===== config.mk =====
export PLATFORM = sky130hd
export DESIGN_NAME = ordered_sequence_table
export DESIGN_NICKNAME = d
export VERILOG_FILES = /design/src/sv/osq_pkg.sv /design/src/sv/osq_cell.sv /design/src/sv/osq_ctrl.sv /design/src/sv/ordered_sequence_table.sv
export SDC_FILE = /design/constraint.sdc
export NUM_CORES = 2
export LEC_CHECK = 0
export BUFFER_PORTS_ARGS = -buffer_cell sky130_fd_sc_hd__buf_4
export CAP_MARGIN = 15
export CORE_MARGIN = 4
export CORE_UTILIZATION = 60
export CTS_CLUSTER_SIZE = 8
export DETAILED_ROUTE_END_ITERATION = 10
export PLACE_DENSITY = 0.76
export SLEW_MARGIN = 20
export SYNTH_ARGS = -nofsm -noshare
export SYNTH_HDL_FRONTEND = slang
export SYNTH_SLANG_ARGS = --single-unit

===== constraint.sdc =====
create_clock -name clk -period 140.5 [get_ports clk]
set_clock_uncertainty 0.05 [all_clocks]
set_input_delay 21.075 -clock clk [delete_from_list [all_inputs] [get_ports clk]]
set_output_delay 21.075 -clock clk [all_outputs]
set_load 0.01 [all_outputs]

===== src/sv/osq_pkg.sv =====
// shared types and constants for the ordered sequence table
package osq_pkg;

	localparam int OSQ_CAPACITY   = 64;
	localparam int OSQ_DATA_WIDTH = 32;

	// operation codes carried by an input beat
	typedef enum logic [2:0] {
		OP_INSERT_AT     = 3'd0,
		OP_INSERT_SORTED = 3'd1,
		OP_ERASE_AT      = 3'd2,
		OP_REMOVE_ALL    = 3'd3,
		OP_GET           = 3'd4,
		OP_SET           = 3'd5,
		OP_FIND          = 3'd6
	} op_t;

	// sequencer states
	typedef enum logic {
		ST_IDLE,
		ST_SCAN
	} state_t;

	// per-cycle command from the sequencer to every cell
	typedef struct packed {
		logic shift;
		logic load;
	} osq_step_t;

endpackage


===== src/sv/osq_cell.sv =====
// one storage cell of the entry chain
module osq_cell #(
	parameter int DATA_WIDTH = osq_pkg::OSQ_DATA_WIDTH,
	parameter int ADDR_W     = $clog2(osq_pkg::OSQ_CAPACITY),
	parameter int INDEX      = 0
) (
	input  logic                  clk,
	input  osq_pkg::osq_step_t    step,
	input  logic [ADDR_W-1:0]     tgt,
	input  logic [DATA_WIDTH-1:0] inj_data,
	input  logic [DATA_WIDTH-1:0] next_data,
	output logic [DATA_WIDTH-1:0] data
);
	import osq_pkg::*;

	logic [DATA_WIDTH-1:0] data_q;
	logic                  hit;

	// this cell takes the injected entry when the write slot points here
	assign hit = step.load && (tgt == ADDR_W'(INDEX));

	// shift toward the head, or take the injected entry
	always_ff @(posedge clk) begin
		if (step.shift) begin
			data_q <= hit ? inj_data : next_data;
		end
	end

	assign data = data_q;

endmodule


===== src/sv/osq_ctrl.sv =====
// sequencer: walks the chain head once per beat and rebuilds the list
module osq_ctrl #(
	parameter int CAPACITY   = osq_pkg::OSQ_CAPACITY,
	parameter int DATA_WIDTH = osq_pkg::OSQ_DATA_WIDTH,
	parameter int ADDR_W     = $clog2(CAPACITY),
	parameter int CNT_W      = $clog2(CAPACITY + 1)
) (
	input  logic                  clk,
	input  logic                  arst_n,
	input  logic                  start,
	input  logic [2:0]            op,
	input  logic [CNT_W-1:0]      position,
	input  logic [DATA_WIDTH-1:0] value,
	input  logic [DATA_WIDTH-1:0] head,
	output logic                  busy,
	output logic                  done,
	output logic                  ok,
	output logic [DATA_WIDTH-1:0] read_value,
	output logic [CNT_W-1:0]      position_result,
	output logic [CNT_W-1:0]      length_now,
	output osq_pkg::osq_step_t    step,
	output logic [ADDR_W-1:0]     tgt,
	output logic [DATA_WIDTH-1:0] inj_data
);
	import osq_pkg::*;

	localparam logic [ADDR_W-1:0] LAST_K = ADDR_W'(CAPACITY - 1);
	localparam logic [CNT_W-1:0]  CAP_C  = CNT_W'(CAPACITY);

	state_t state_q, state_n;

	// control state
	logic [CNT_W-1:0]      count_q;
	logic                  done_q;

	// per-beat working registers
	op_t                   op_q;
	logic [CNT_W-1:0]      pos_q;
	logic [DATA_WIDTH-1:0] val_q;
	logic                  opok_q;
	logic [ADDR_W-1:0]     k_q;
	logic [ADDR_W-1:0]     tgt_q;
	logic [CNT_W-1:0]      w_q;
	logic                  placed_q;
	logic [DATA_WIDTH-1:0] hold_q;
	logic                  hold_v_q;
	logic [CNT_W-1:0]      ins_k_q;
	logic [CNT_W-1:0]      rm_q;
	logic                  found_q;
	logic [CNT_W-1:0]      find_k_q;
	logic [DATA_WIDTH-1:0] rd_q;

	// result registers
	logic                  ok_q;
	logic [DATA_WIDTH-1:0] read_value_q;
	logic [CNT_W-1:0]      pres_q;

	// step decode
	logic                  accept;
	logic                  last;
	logic                  acc_ok;
	logic [CNT_W-1:0]      k_ext;
	logic                  live;
	logic                  ins_here;
	logic                  drop;
	logic                  emit;
	logic [DATA_WIDTH-1:0] emit_data;
	logic [CNT_W-1:0]      w_n;
	logic [CNT_W-1:0]      ins_k_n;
	logic [CNT_W-1:0]      rm_n;
	logic                  found_n;
	logic [CNT_W-1:0]      find_k_n;
	logic [DATA_WIDTH-1:0] rd_n;
	logic                  res_ok;
	logic [CNT_W-1:0]      res_pos;

	assign accept = start && (state_q == ST_IDLE);
	assign last   = (state_q == ST_SCAN) && (k_q == LAST_K);
	assign k_ext  = CNT_W'(k_q);
	assign live   = k_ext < count_q;

	// next state
	always_comb begin
		state_n = state_q;
		unique case (state_q)
			ST_IDLE: begin
				if (start) state_n = ST_SCAN;
			end
			ST_SCAN: begin
				if (k_q == LAST_K) state_n = ST_IDLE;
			end
			default: state_n = ST_IDLE;
		endcase
	end

	// state outputs
	always_comb begin
		busy       = 1'b0;
		step.shift = 1'b0;
		step.load  = emit;
		unique case (state_q)
			ST_IDLE: begin
				busy       = 1'b0;
				step.shift = 1'b0;
			end
			ST_SCAN: begin
				busy       = 1'b1;
				step.shift = 1'b1;
			end
			default: begin
				busy       = 1'b0;
				step.shift = 1'b0;
			end
		endcase
	end

	// legality of the incoming beat against the current length
	always_comb begin
		case (op_t'(op))
			OP_INSERT_AT:     acc_ok = (count_q < CAP_C) && (position <= count_q);
			OP_INSERT_SORTED: acc_ok = (count_q < CAP_C);
			OP_ERASE_AT:      acc_ok = (position < count_q);
			OP_GET:           acc_ok = (position < count_q);
			OP_SET:           acc_ok = (position < count_q);
			OP_REMOVE_ALL:    acc_ok = 1'b1;
			default:          acc_ok = 1'b0;
		endcase
	end

	// what the head turns into this cycle
	always_comb begin
		ins_here  = 1'b0;
		drop      = 1'b0;
		emit      = live;
		emit_data = head;
		case (op_q) inside
			OP_INSERT_AT, OP_INSERT_SORTED: begin
				if (opok_q && !placed_q) begin
					if (op_q == OP_INSERT_AT) begin
						ins_here = (k_ext == pos_q);
					end else begin
						ins_here = (k_ext == count_q) || (live && (head >= val_q));
					end
				end
				if (ins_here) begin
					emit      = 1'b1;
					emit_data = val_q;
				end else if (placed_q) begin
					emit      = hold_v_q;
					emit_data = hold_q;
				end
			end
			OP_ERASE_AT: begin
				emit = live && (k_ext != pos_q);
			end
			OP_REMOVE_ALL: begin
				drop = live && (head == val_q);
				emit = live && !drop;
			end
			OP_SET: begin
				if (k_ext == pos_q) emit_data = val_q;
			end
			default: begin
				emit = live;
			end
		endcase
	end

	// running tallies including the current head
	always_comb begin
		w_n      = w_q + CNT_W'(emit);
		ins_k_n  = ins_here ? k_ext : ins_k_q;
		rm_n     = rm_q + CNT_W'(drop);
		found_n  = found_q;
		find_k_n = find_k_q;
		rd_n     = rd_q;
		if ((op_q == OP_FIND) && live && !found_q && (head == val_q)) begin
			found_n  = 1'b1;
			find_k_n = k_ext;
		end
		if ((op_q == OP_GET) && live && (k_ext == pos_q)) begin
			rd_n = head;
		end
	end

	// result fields at the end of the walk
	always_comb begin
		res_ok  = 1'b0;
		res_pos = '0;
		case (op_q)
			OP_INSERT_AT:     res_ok = opok_q;
			OP_INSERT_SORTED: begin
				res_ok  = opok_q;
				res_pos = ins_k_n;
			end
			OP_ERASE_AT:      res_ok = opok_q;
			OP_SET:           res_ok = opok_q;
			OP_GET:           res_ok = opok_q;
			OP_REMOVE_ALL: begin
				res_ok  = 1'b1;
				res_pos = rm_n;
			end
			OP_FIND: begin
				res_ok  = found_n;
				res_pos = find_k_n;
			end
			default:          res_ok = 1'b0;
		endcase
	end

	// control registers
	always_ff @(posedge clk or negedge arst_n) begin
		if (!arst_n) begin
			state_q <= ST_IDLE;
			count_q <= '0;
			done_q  <= 1'b0;
		end else begin
			state_q <= state_n;
			done_q  <= last;
			if (last) count_q <= w_n;
		end
	end

	// working registers
	always_ff @(posedge clk) begin
		if (accept) begin
			op_q     <= op_t'(op);
			pos_q    <= position;
			val_q    <= value;
			opok_q   <= acc_ok;
			k_q      <= '0;
			tgt_q    <= LAST_K;
			w_q      <= '0;
			placed_q <= 1'b0;
			hold_v_q <= 1'b0;
			ins_k_q  <= '0;
			rm_q     <= '0;
			found_q  <= 1'b0;
			find_k_q <= '0;
			rd_q     <= '0;
		end else if (state_q == ST_SCAN) begin
			k_q      <= k_q + ADDR_W'(1);
			tgt_q    <= emit ? tgt_q : tgt_q - ADDR_W'(1);
			w_q      <= w_n;
			placed_q <= placed_q || ins_here;
			hold_q   <= head;
			hold_v_q <= live;
			ins_k_q  <= ins_k_n;
			rm_q     <= rm_n;
			found_q  <= found_n;
			find_k_q <= find_k_n;
			rd_q     <= rd_n;
		end
	end

	// result registers
	always_ff @(posedge clk) begin
		if (last) begin
			ok_q         <= res_ok;
			read_value_q <= (op_q == OP_GET && res_ok) ? rd_n : '0;
			pres_q       <= res_ok ? res_pos : '0;
		end
	end

	assign tgt             = tgt_q;
	assign inj_data        = emit_data;
	assign done            = done_q;
	assign ok              = ok_q;
	assign read_value      = read_value_q;
	assign position_result = pres_q;
	assign length_now      = count_q;

endmodule


===== src/sv/ordered_sequence_table.sv =====
// Ordered sequence table: a chain of cells rotated past a sequencer once per beat.
// A new beat is not taken while the walk is busy; start is taken again in the done cycle.
// The walk length is set by the chain depth: every beat shifts all CAPACITY cells on each step.
// Results are valid under done and held until the next walk ends; the receiver cannot stall.
// Reset clears the length to zero; cell contents are not reset.
module ordered_sequence_table #(
	parameter int CAPACITY   = osq_pkg::OSQ_CAPACITY,
	parameter int DATA_WIDTH = osq_pkg::OSQ_DATA_WIDTH,
	parameter int ADDR_W     = $clog2(CAPACITY),
	parameter int CNT_W      = $clog2(CAPACITY + 1)
) (
	input  logic                  clk,
	input  logic                  arst_n,
	input  logic                  start,
	output logic                  busy,
	input  logic [2:0]            op,
	input  logic [CNT_W-1:0]      position,
	input  logic [DATA_WIDTH-1:0] value,
	output logic                  done,
	output logic                  ok,
	output logic [DATA_WIDTH-1:0] read_value,
	output logic [CNT_W-1:0]      position_result,
	output logic [CNT_W-1:0]      length_now
);
	import osq_pkg::*;

	osq_step_t             step;
	logic [ADDR_W-1:0]     tgt;
	logic [DATA_WIDTH-1:0] inj_data;
	logic [DATA_WIDTH-1:0] cell_data [CAPACITY];

	// sequencer
	osq_ctrl #(
		.CAPACITY   (CAPACITY),
		.DATA_WIDTH (DATA_WIDTH),
		.ADDR_W     (ADDR_W),
		.CNT_W      (CNT_W)
	) u_ctrl (
		.clk             (clk),
		.arst_n          (arst_n),
		.start           (start),
		.op              (op),
		.position        (position),
		.value           (value),
		.head            (cell_data[0]),
		.busy            (busy),
		.done            (done),
		.ok              (ok),
		.read_value      (read_value),
		.position_result (position_result),
		.length_now      (length_now),
		.step            (step),
		.tgt             (tgt),
		.inj_data        (inj_data)
	);

	// chain of cells, each fed by its upper neighbor; the tail cell is fed by the injected entry
	for (genvar i = 0; i < CAPACITY; i++) begin : g_cell
		logic [DATA_WIDTH-1:0] next_data;
		if (i == CAPACITY - 1) begin : g_tail
			assign next_data = inj_data;
		end else begin : g_body
			assign next_data = cell_data[i+1];
		end
		osq_cell #(
			.DATA_WIDTH (DATA_WIDTH),
			.ADDR_W     (ADDR_W),
			.INDEX      (i)
		) u_cell (
			.clk       (clk),
			.step      (step),
			.tgt       (tgt),
			.inj_data  (inj_data),
			.next_data (next_data),
			.data      (cell_data[i])
		);
	end

endmodule


* After elaboration in Yosys (flattened, before gate mapping)
Index checks and enable logic that the tools add are counted.
Word-level totals: register bits after elaboration 2247, output and inout bits 49, word-level logic and storage cells 358
Operators by class: add/sub/neg operators 4, magnitude comparators 5, eq/ne operators 78, mux-type cells 93, bitwise logic cells 3, reduce and logical (&&, ||, !) cells 90
Operator list (number):
- 2-to-1 mux 32 bit | 71
- equality test 6 bit, second input constant | 32
- equality test 6 x 5 -> 1 bit, second input constant | 16
- logical AND 1 bit | 77
- equality test 6 x 4 -> 1 bit, second input constant | 8
- equality test 32 bit | 1
- greater-or-equal comparator 32 bit | 1
- equality test 6 x 3 -> 1 bit, second input constant | 4
- one-hot mux 7 bit (3 select lines) | 1
- equality test 3 bit, second input constant | 5
- 2-to-1 mux 1 bit | 15
- adder 7 x 1 -> 7 bit | 2
- equality test 6 x 7 -> 1 bit | 2
- 2-to-1 mux 7 bit | 2
- equality test 3 x 2 -> 1 bit, second input constant | 4
- equality test 6 x 2 -> 1 bit, second input constant | 2
- <= comparator 7 bit | 1
- < comparator 6 x 7 -> 1 bit | 1
- < comparator 7 bit | 1
- < comparator 7 bit, second input constant | 1
- != test 6 x 7 -> 1 bit | 1
- adder 6 x 1 -> 6 bit, second input constant | 1
- equality test 3 x 1 -> 1 bit, second input constant | 2
- equality test 6 x 1 -> 1 bit, second input constant | 1
- 13 further kinds | 21

* Depth between registers and ports, before layout
depth after elaboration 10, mapped depth 18, depth with buffers taken out 16

* Cells and area by module
A second synthesis with hierarchy kept.
Unflattened totals: cells, all modules 5342, area, all modules 105225.9 um^2
By module, submodules not included:
- osq_cell at g_cell[19].u_cell ... | instances 12, cells each 69, area an instance 1503.9 um^2, sequential area each 960.9 um^2
- osq_cell at g_cell[17].u_cell ... | instances 8, cells each 69, area an instance 1515.2 um^2, sequential area each 960.9 um^2
- osq_cell at g_cell[23].u_cell ... | instances 8, cells each 70, area an instance 1398.8 um^2, sequential area each 960.9 um^2
- osq_ctrl | instances 1, cells each 892, area an instance 9985.8 um^2, sequential area each 5180.0 um^2
- osq_cell at g_cell[55].u_cell ... | instances 4, cells each 70, area an instance 1555.2 um^2, sequential area each 960.9 um^2
- osq_cell at g_cell[1].u_cell ... | instances 4, cells each 70, area an instance 1512.7 um^2, sequential area each 960.9 um^2
- osq_cell at g_cell[49].u_cell ... | instances 4, cells each 69, area an instance 1512.7 um^2, sequential area each 960.9 um^2
- osq_cell at g_cell[10].u_cell ... | instances 4, cells each 70, area an instance 1501.4 um^2, sequential area each 960.9 um^2
- osq_cell at g_cell[53].u_cell ... | instances 4, cells each 69, area an instance 1501.4 um^2, sequential area each 960.9 um^2
- osq_cell at g_cell[11].u_cell ... | instances 4, cells each 70, area an instance 1491.4 um^2, sequential area each 960.9 um^2
- osq_cell at g_cell[51].u_cell ... | instances 2, cells each 71, area an instance 1525.2 um^2, sequential area each 960.9 um^2
- osq_cell at g_cell[12].u_cell ... | instances 2, cells each 70, area an instance 1505.2 um^2, sequential area each 960.9 um^2
- osq_cell at g_cell[16].u_cell ... | instances 2, cells each 69, area an instance 1495.2 um^2, sequential area each 960.9 um^2
- osq_cell at g_cell[31].u_cell ... | instances 2, cells each 70, area an instance 1387.6 um^2, sequential area each 960.9 um^2
- 4 more rows

* Worst setup path after synthesis
Ideal clock, no wire load.
path kind register to output, start point register u_ctrl.state_q, end point output busy, arrival time 41.969 ns, data required time 119.375 ns, path slack 77.406 ns, cell stages (with the launch flop) 1, cell sequence dfrtp_1
Between the ends: word-level cells in the longest chain between the ends 2
Ends and longest elaborated chain:
- start: declaration | line osq_ctrl.sv:30 | state_t state_q, state_n;
- start signal: assignment | line osq_ctrl.sv:218 | state_q <= state_n;
- NOT 1 bit | line osq_ctrl.sv:101 | unique case (state_q)
- one-hot mux 1 bit (2 select lines) (*) | line osq_ctrl.sv:101
- end: declaration | line ordered_sequence_table.sv:15 | output logic busy,
Mark *: on every way between the ends. The rest lies on a longest branch, timed or not.

* Worst setup path in the final report
Same ends and word-level chain as after synthesis.

==> metrics.cfg <==
[outcome]
status=complete, no violations

[synth]
synth_edf_count=2163
syn_avg_cell_area_um2=12.1
synth_ff_type=edfxtp_1
synthTopCellsByArea=edfxtp_1 69%, o21ai_1 9.7%, nand2_1 8.3%
seq_area_frac_synth_pct=71.1
async_flop_share_pct=0.401
synth.top_cell.area_share_pct=69.3
synth_top_cell_by_area=edfxtp_1
synth_area_um2=93700
synthCells=7758
yosysWarnings=0
synth-seq-cells=2247
syn-num-nets=7858
synth_cell_types=61

[worst_setup_path]
worstPathCellList=buf_4
cp.arrival_ps=1900
r2r_slack_ps=134730
timing.rr.end=g_cell[37].u_cell.data[28]$_DFFE_PP_
path_delay_family=flip-flops
endpoint_kind=primary output
max_stage_delay_ps=680
reg2reg_depth=12
path_buf_inv=1
cp-start-kind=flip-flop
criticalPathCategory=reg2out
cpMaxStageDelayCell=dfrtp_4
path_max_fanout=36
r2r-start=g_cell[0].u_cell.data[13]$_DFFE_PP_
crit_required_ps=119380

[sta]
period_share_pct=16.4
rsz0062_at_grt=no
finalMaxSlewViolations=0
fin_crit_ps=23030
setup_violations=0
tightestPinTransition_ps=1130
slew_headroom_pct=24.8
setup_ws_ps=117470
finalHoldViolCount=0
setup_tns_ps=0
max_freq_mhz=43.4

[clock_network]
cts_setup_buffers=0
clock_latency_ps=930
cts_resized=0
clk_pin_slew_worst_paths_ps=50
cts_sinks=2247
cts-root-buf=clkbuf_16
clock_path_buffers=4
ctsHoldBuffers=0
htree_num_levels=5
cts_buffers=330
cts_tree=done

[global_route]
grt_pass1_vias=59610
grt_usage_pct=24.7
grt_antenna_before_repair=1
grt_overflow=0
grt_first_pass_wirelength_um=321000
grt_max_degree=189

[floorplanning]
chipWidth_um=403
ios=94
rows=144
initial_utilization_pct=60.6
coreArea_um2=155000
dieArea_um2=163000
die_y_um=403

[finish]
final_nets=7769
n_fill_cell=10526
final_cell_mix=2163 x edfxtp_1, 2078 x nand2_1, 1821 x o21ai_1, 336 x clkbuf_16, 234 x o21ai_0
final_layout_size_suffix_gt1_share_pct=8.93
synthToLayoutAreaGrowth_pct=10.9
layout_commonest_cell=edfxtp_1

[hold_path]
min_path_cells=2
worstHoldStart=u_ctrl.find_k_q[4]$_SDFFE_PP0P_
holdPathEnd=u_ctrl.find_k_q[4]$_SDFFE_PP0P_
min_path_type=reg2reg

[place]
portBuffers=93
gp_congestion=0.851
hpwlAfterDp_um=106000
place_ws_ps=117350

[drt]
wirelength_um=200000
final_antenna_net_count=0
drtPass1Iterations=6
via_per_inst=6.09
wl_per_cell_um=20.5
drc=0
drtIter0Drc=6610
via_count=59475

[power]
power_density_nw_per_um2=24.5
leakage_nw=41.9
max-vdd-ir-drop_mv=0.0203

[job]
maxCapViolations=0

layer usage:
| metal | track usage [%] | routed length (um) |
|---|---|---|
| met4 | 9.72 | 6500 |
| met3 | 4.37 | 13700 |
| met1 | 31.3 | 78100 |
| met2 | 42.5 | 102000 |
| met5 | 0 | 0 |
final cells by class:
| type | count | area (um2) | area share (%) |
|---|---|---|---|
| multi-input combinational | 4784 | 24000 | 23.1 |
| tap | 2044 | 2560 | 2.46 |
| clock buffer | 383 | 8580 | 8.26 |
| clock inverter | 7 | 83.8 | 0.0806 |
| antenna | 1 | 2.50 | 0.00241 |
| sequential | 2247 | 66700 | 64.1 |
| inverter | 81 | 305 | 0.294 |
| timing repair buffer | 225 | 1730 | 1.66 |
worst min-delay path: cells and delay by family, from the launching register on:
family,cells,cell delay [ps]
flops,1,310
simple gates,1,60
compound gates,1,50
worst max-delay path by stage:
stage	startpoint	end	slack, ps	cells after the start
floorplan	u_ctrl.state_q$_DFF_PN0_	busy	77410	0
global placement	position[1]	u_ctrl.opok_q$_DFFE_PP_	117420	10
detailed placement	start	u_ctrl.val_q[13]$_DFFE_PP_	117350	3
CTS	u_ctrl.state_q$_DFF_PN0_	busy	117380	1
global route	u_ctrl.state_q$_DFF_PN0_	busy	117360	1
finish	u_ctrl.state_q$_DFF_PN0_	busy	117470	1
power breakdown:
group	leakage [nW]	internal (mW)	switching [mW]	total, mW
clock	4.23	0.421	0.261	0.683
sequential	23.7	1.18	0.111	1.29
combinational	13.9	0.172	0.405	0.577
total	41.9	1.77	0.777	2.55
per-stage QoR:
stage / utilization, % / power, mW / area (um2) / hold WS (ps) / cells
final: 67.2 / 2.55 / 104000 / 410 / 9772
after global routing: 67.2 / 2.69 / 104000 / 430 / 9771
after CTS: 67.2 / 2.56 / 104000 / 405 / 9771
after detailed placement: 61.6 / 1.87 / 95300 / 402 / 9381
after global placement: 61.6 / 1.83 / 95300 / 389 / 9381
after floorplan: - / 1.76 / 93700 / 362 / 7758
registers in the layout, indices dropped and copies added (netlist names), 32 cells and up:
register and cells:
g_cell.u_cell.data 2048, u_ctrl.hold_q 32, u_ctrl.rd_q 32, u_ctrl.read_value 32, u_ctrl.val_q 32
logic make-up after synthesis:
kind of cell               after synthesis  synth area share [%]
and+or+nand+nor                       2367                  9.87
DFF                                   2247                  71.1
AOI/OAI and AO/OA                     2228                  13.1
buffers and inverters                  727                  3.75
muxes                                  111                  1.20
adders and majority gates               55                 0.734
xor gates and xnor gates                23                 0.215
cells in the mapped netlist, types with 3 or more instances:
| cell | n |
|---|---|
| edfxtp_1 | 2163 |
| nand2_1 | 2079 |
| o21ai_1 | 1823 |
| buf_2 | 473 |
| o21ai_0 | 234 |
| nor2_1 | 118 |
| clkbuf_1 | 108 |
| mux2i_1 | 103 |
| inv_1 | 81 |
| dfxtp_1 | 75 |
| nand2b_1 | 59 |
| nand3_1 | 58 |
| ha_1 | 55 |
| clkbuf_2 | 44 |
| a21oi_1 | 39 |
| o21ai_4 | 33 |
| o21ai_2 | 29 |
| o221ai_2 | 18 |
| o221ai_4 | 15 |
| nand4_1 | 13 |
| xnor2_1 | 13 |
| nor3_1 | 10 |
| xor2_1 | 10 |
| buf_4 | 9 |
| dfrtp_1 | 9 |
| buf_6 | 7 |
| mux2_2 | 7 |
| nor2b_1 | 7 |
| o22ai_1 | 6 |
| and3_1 | 5 |
| a21o_1 | 4 |
| a221oi_1 | 4 |
| a22o_1 | 4 |
| nor4_1 | 4 |
| or3_1 | 4 |
| a22oi_1 | 3 |
| buf_8 | 3 |
| o21a_1 | 3 |
Power figures use the tool's default switching activity.
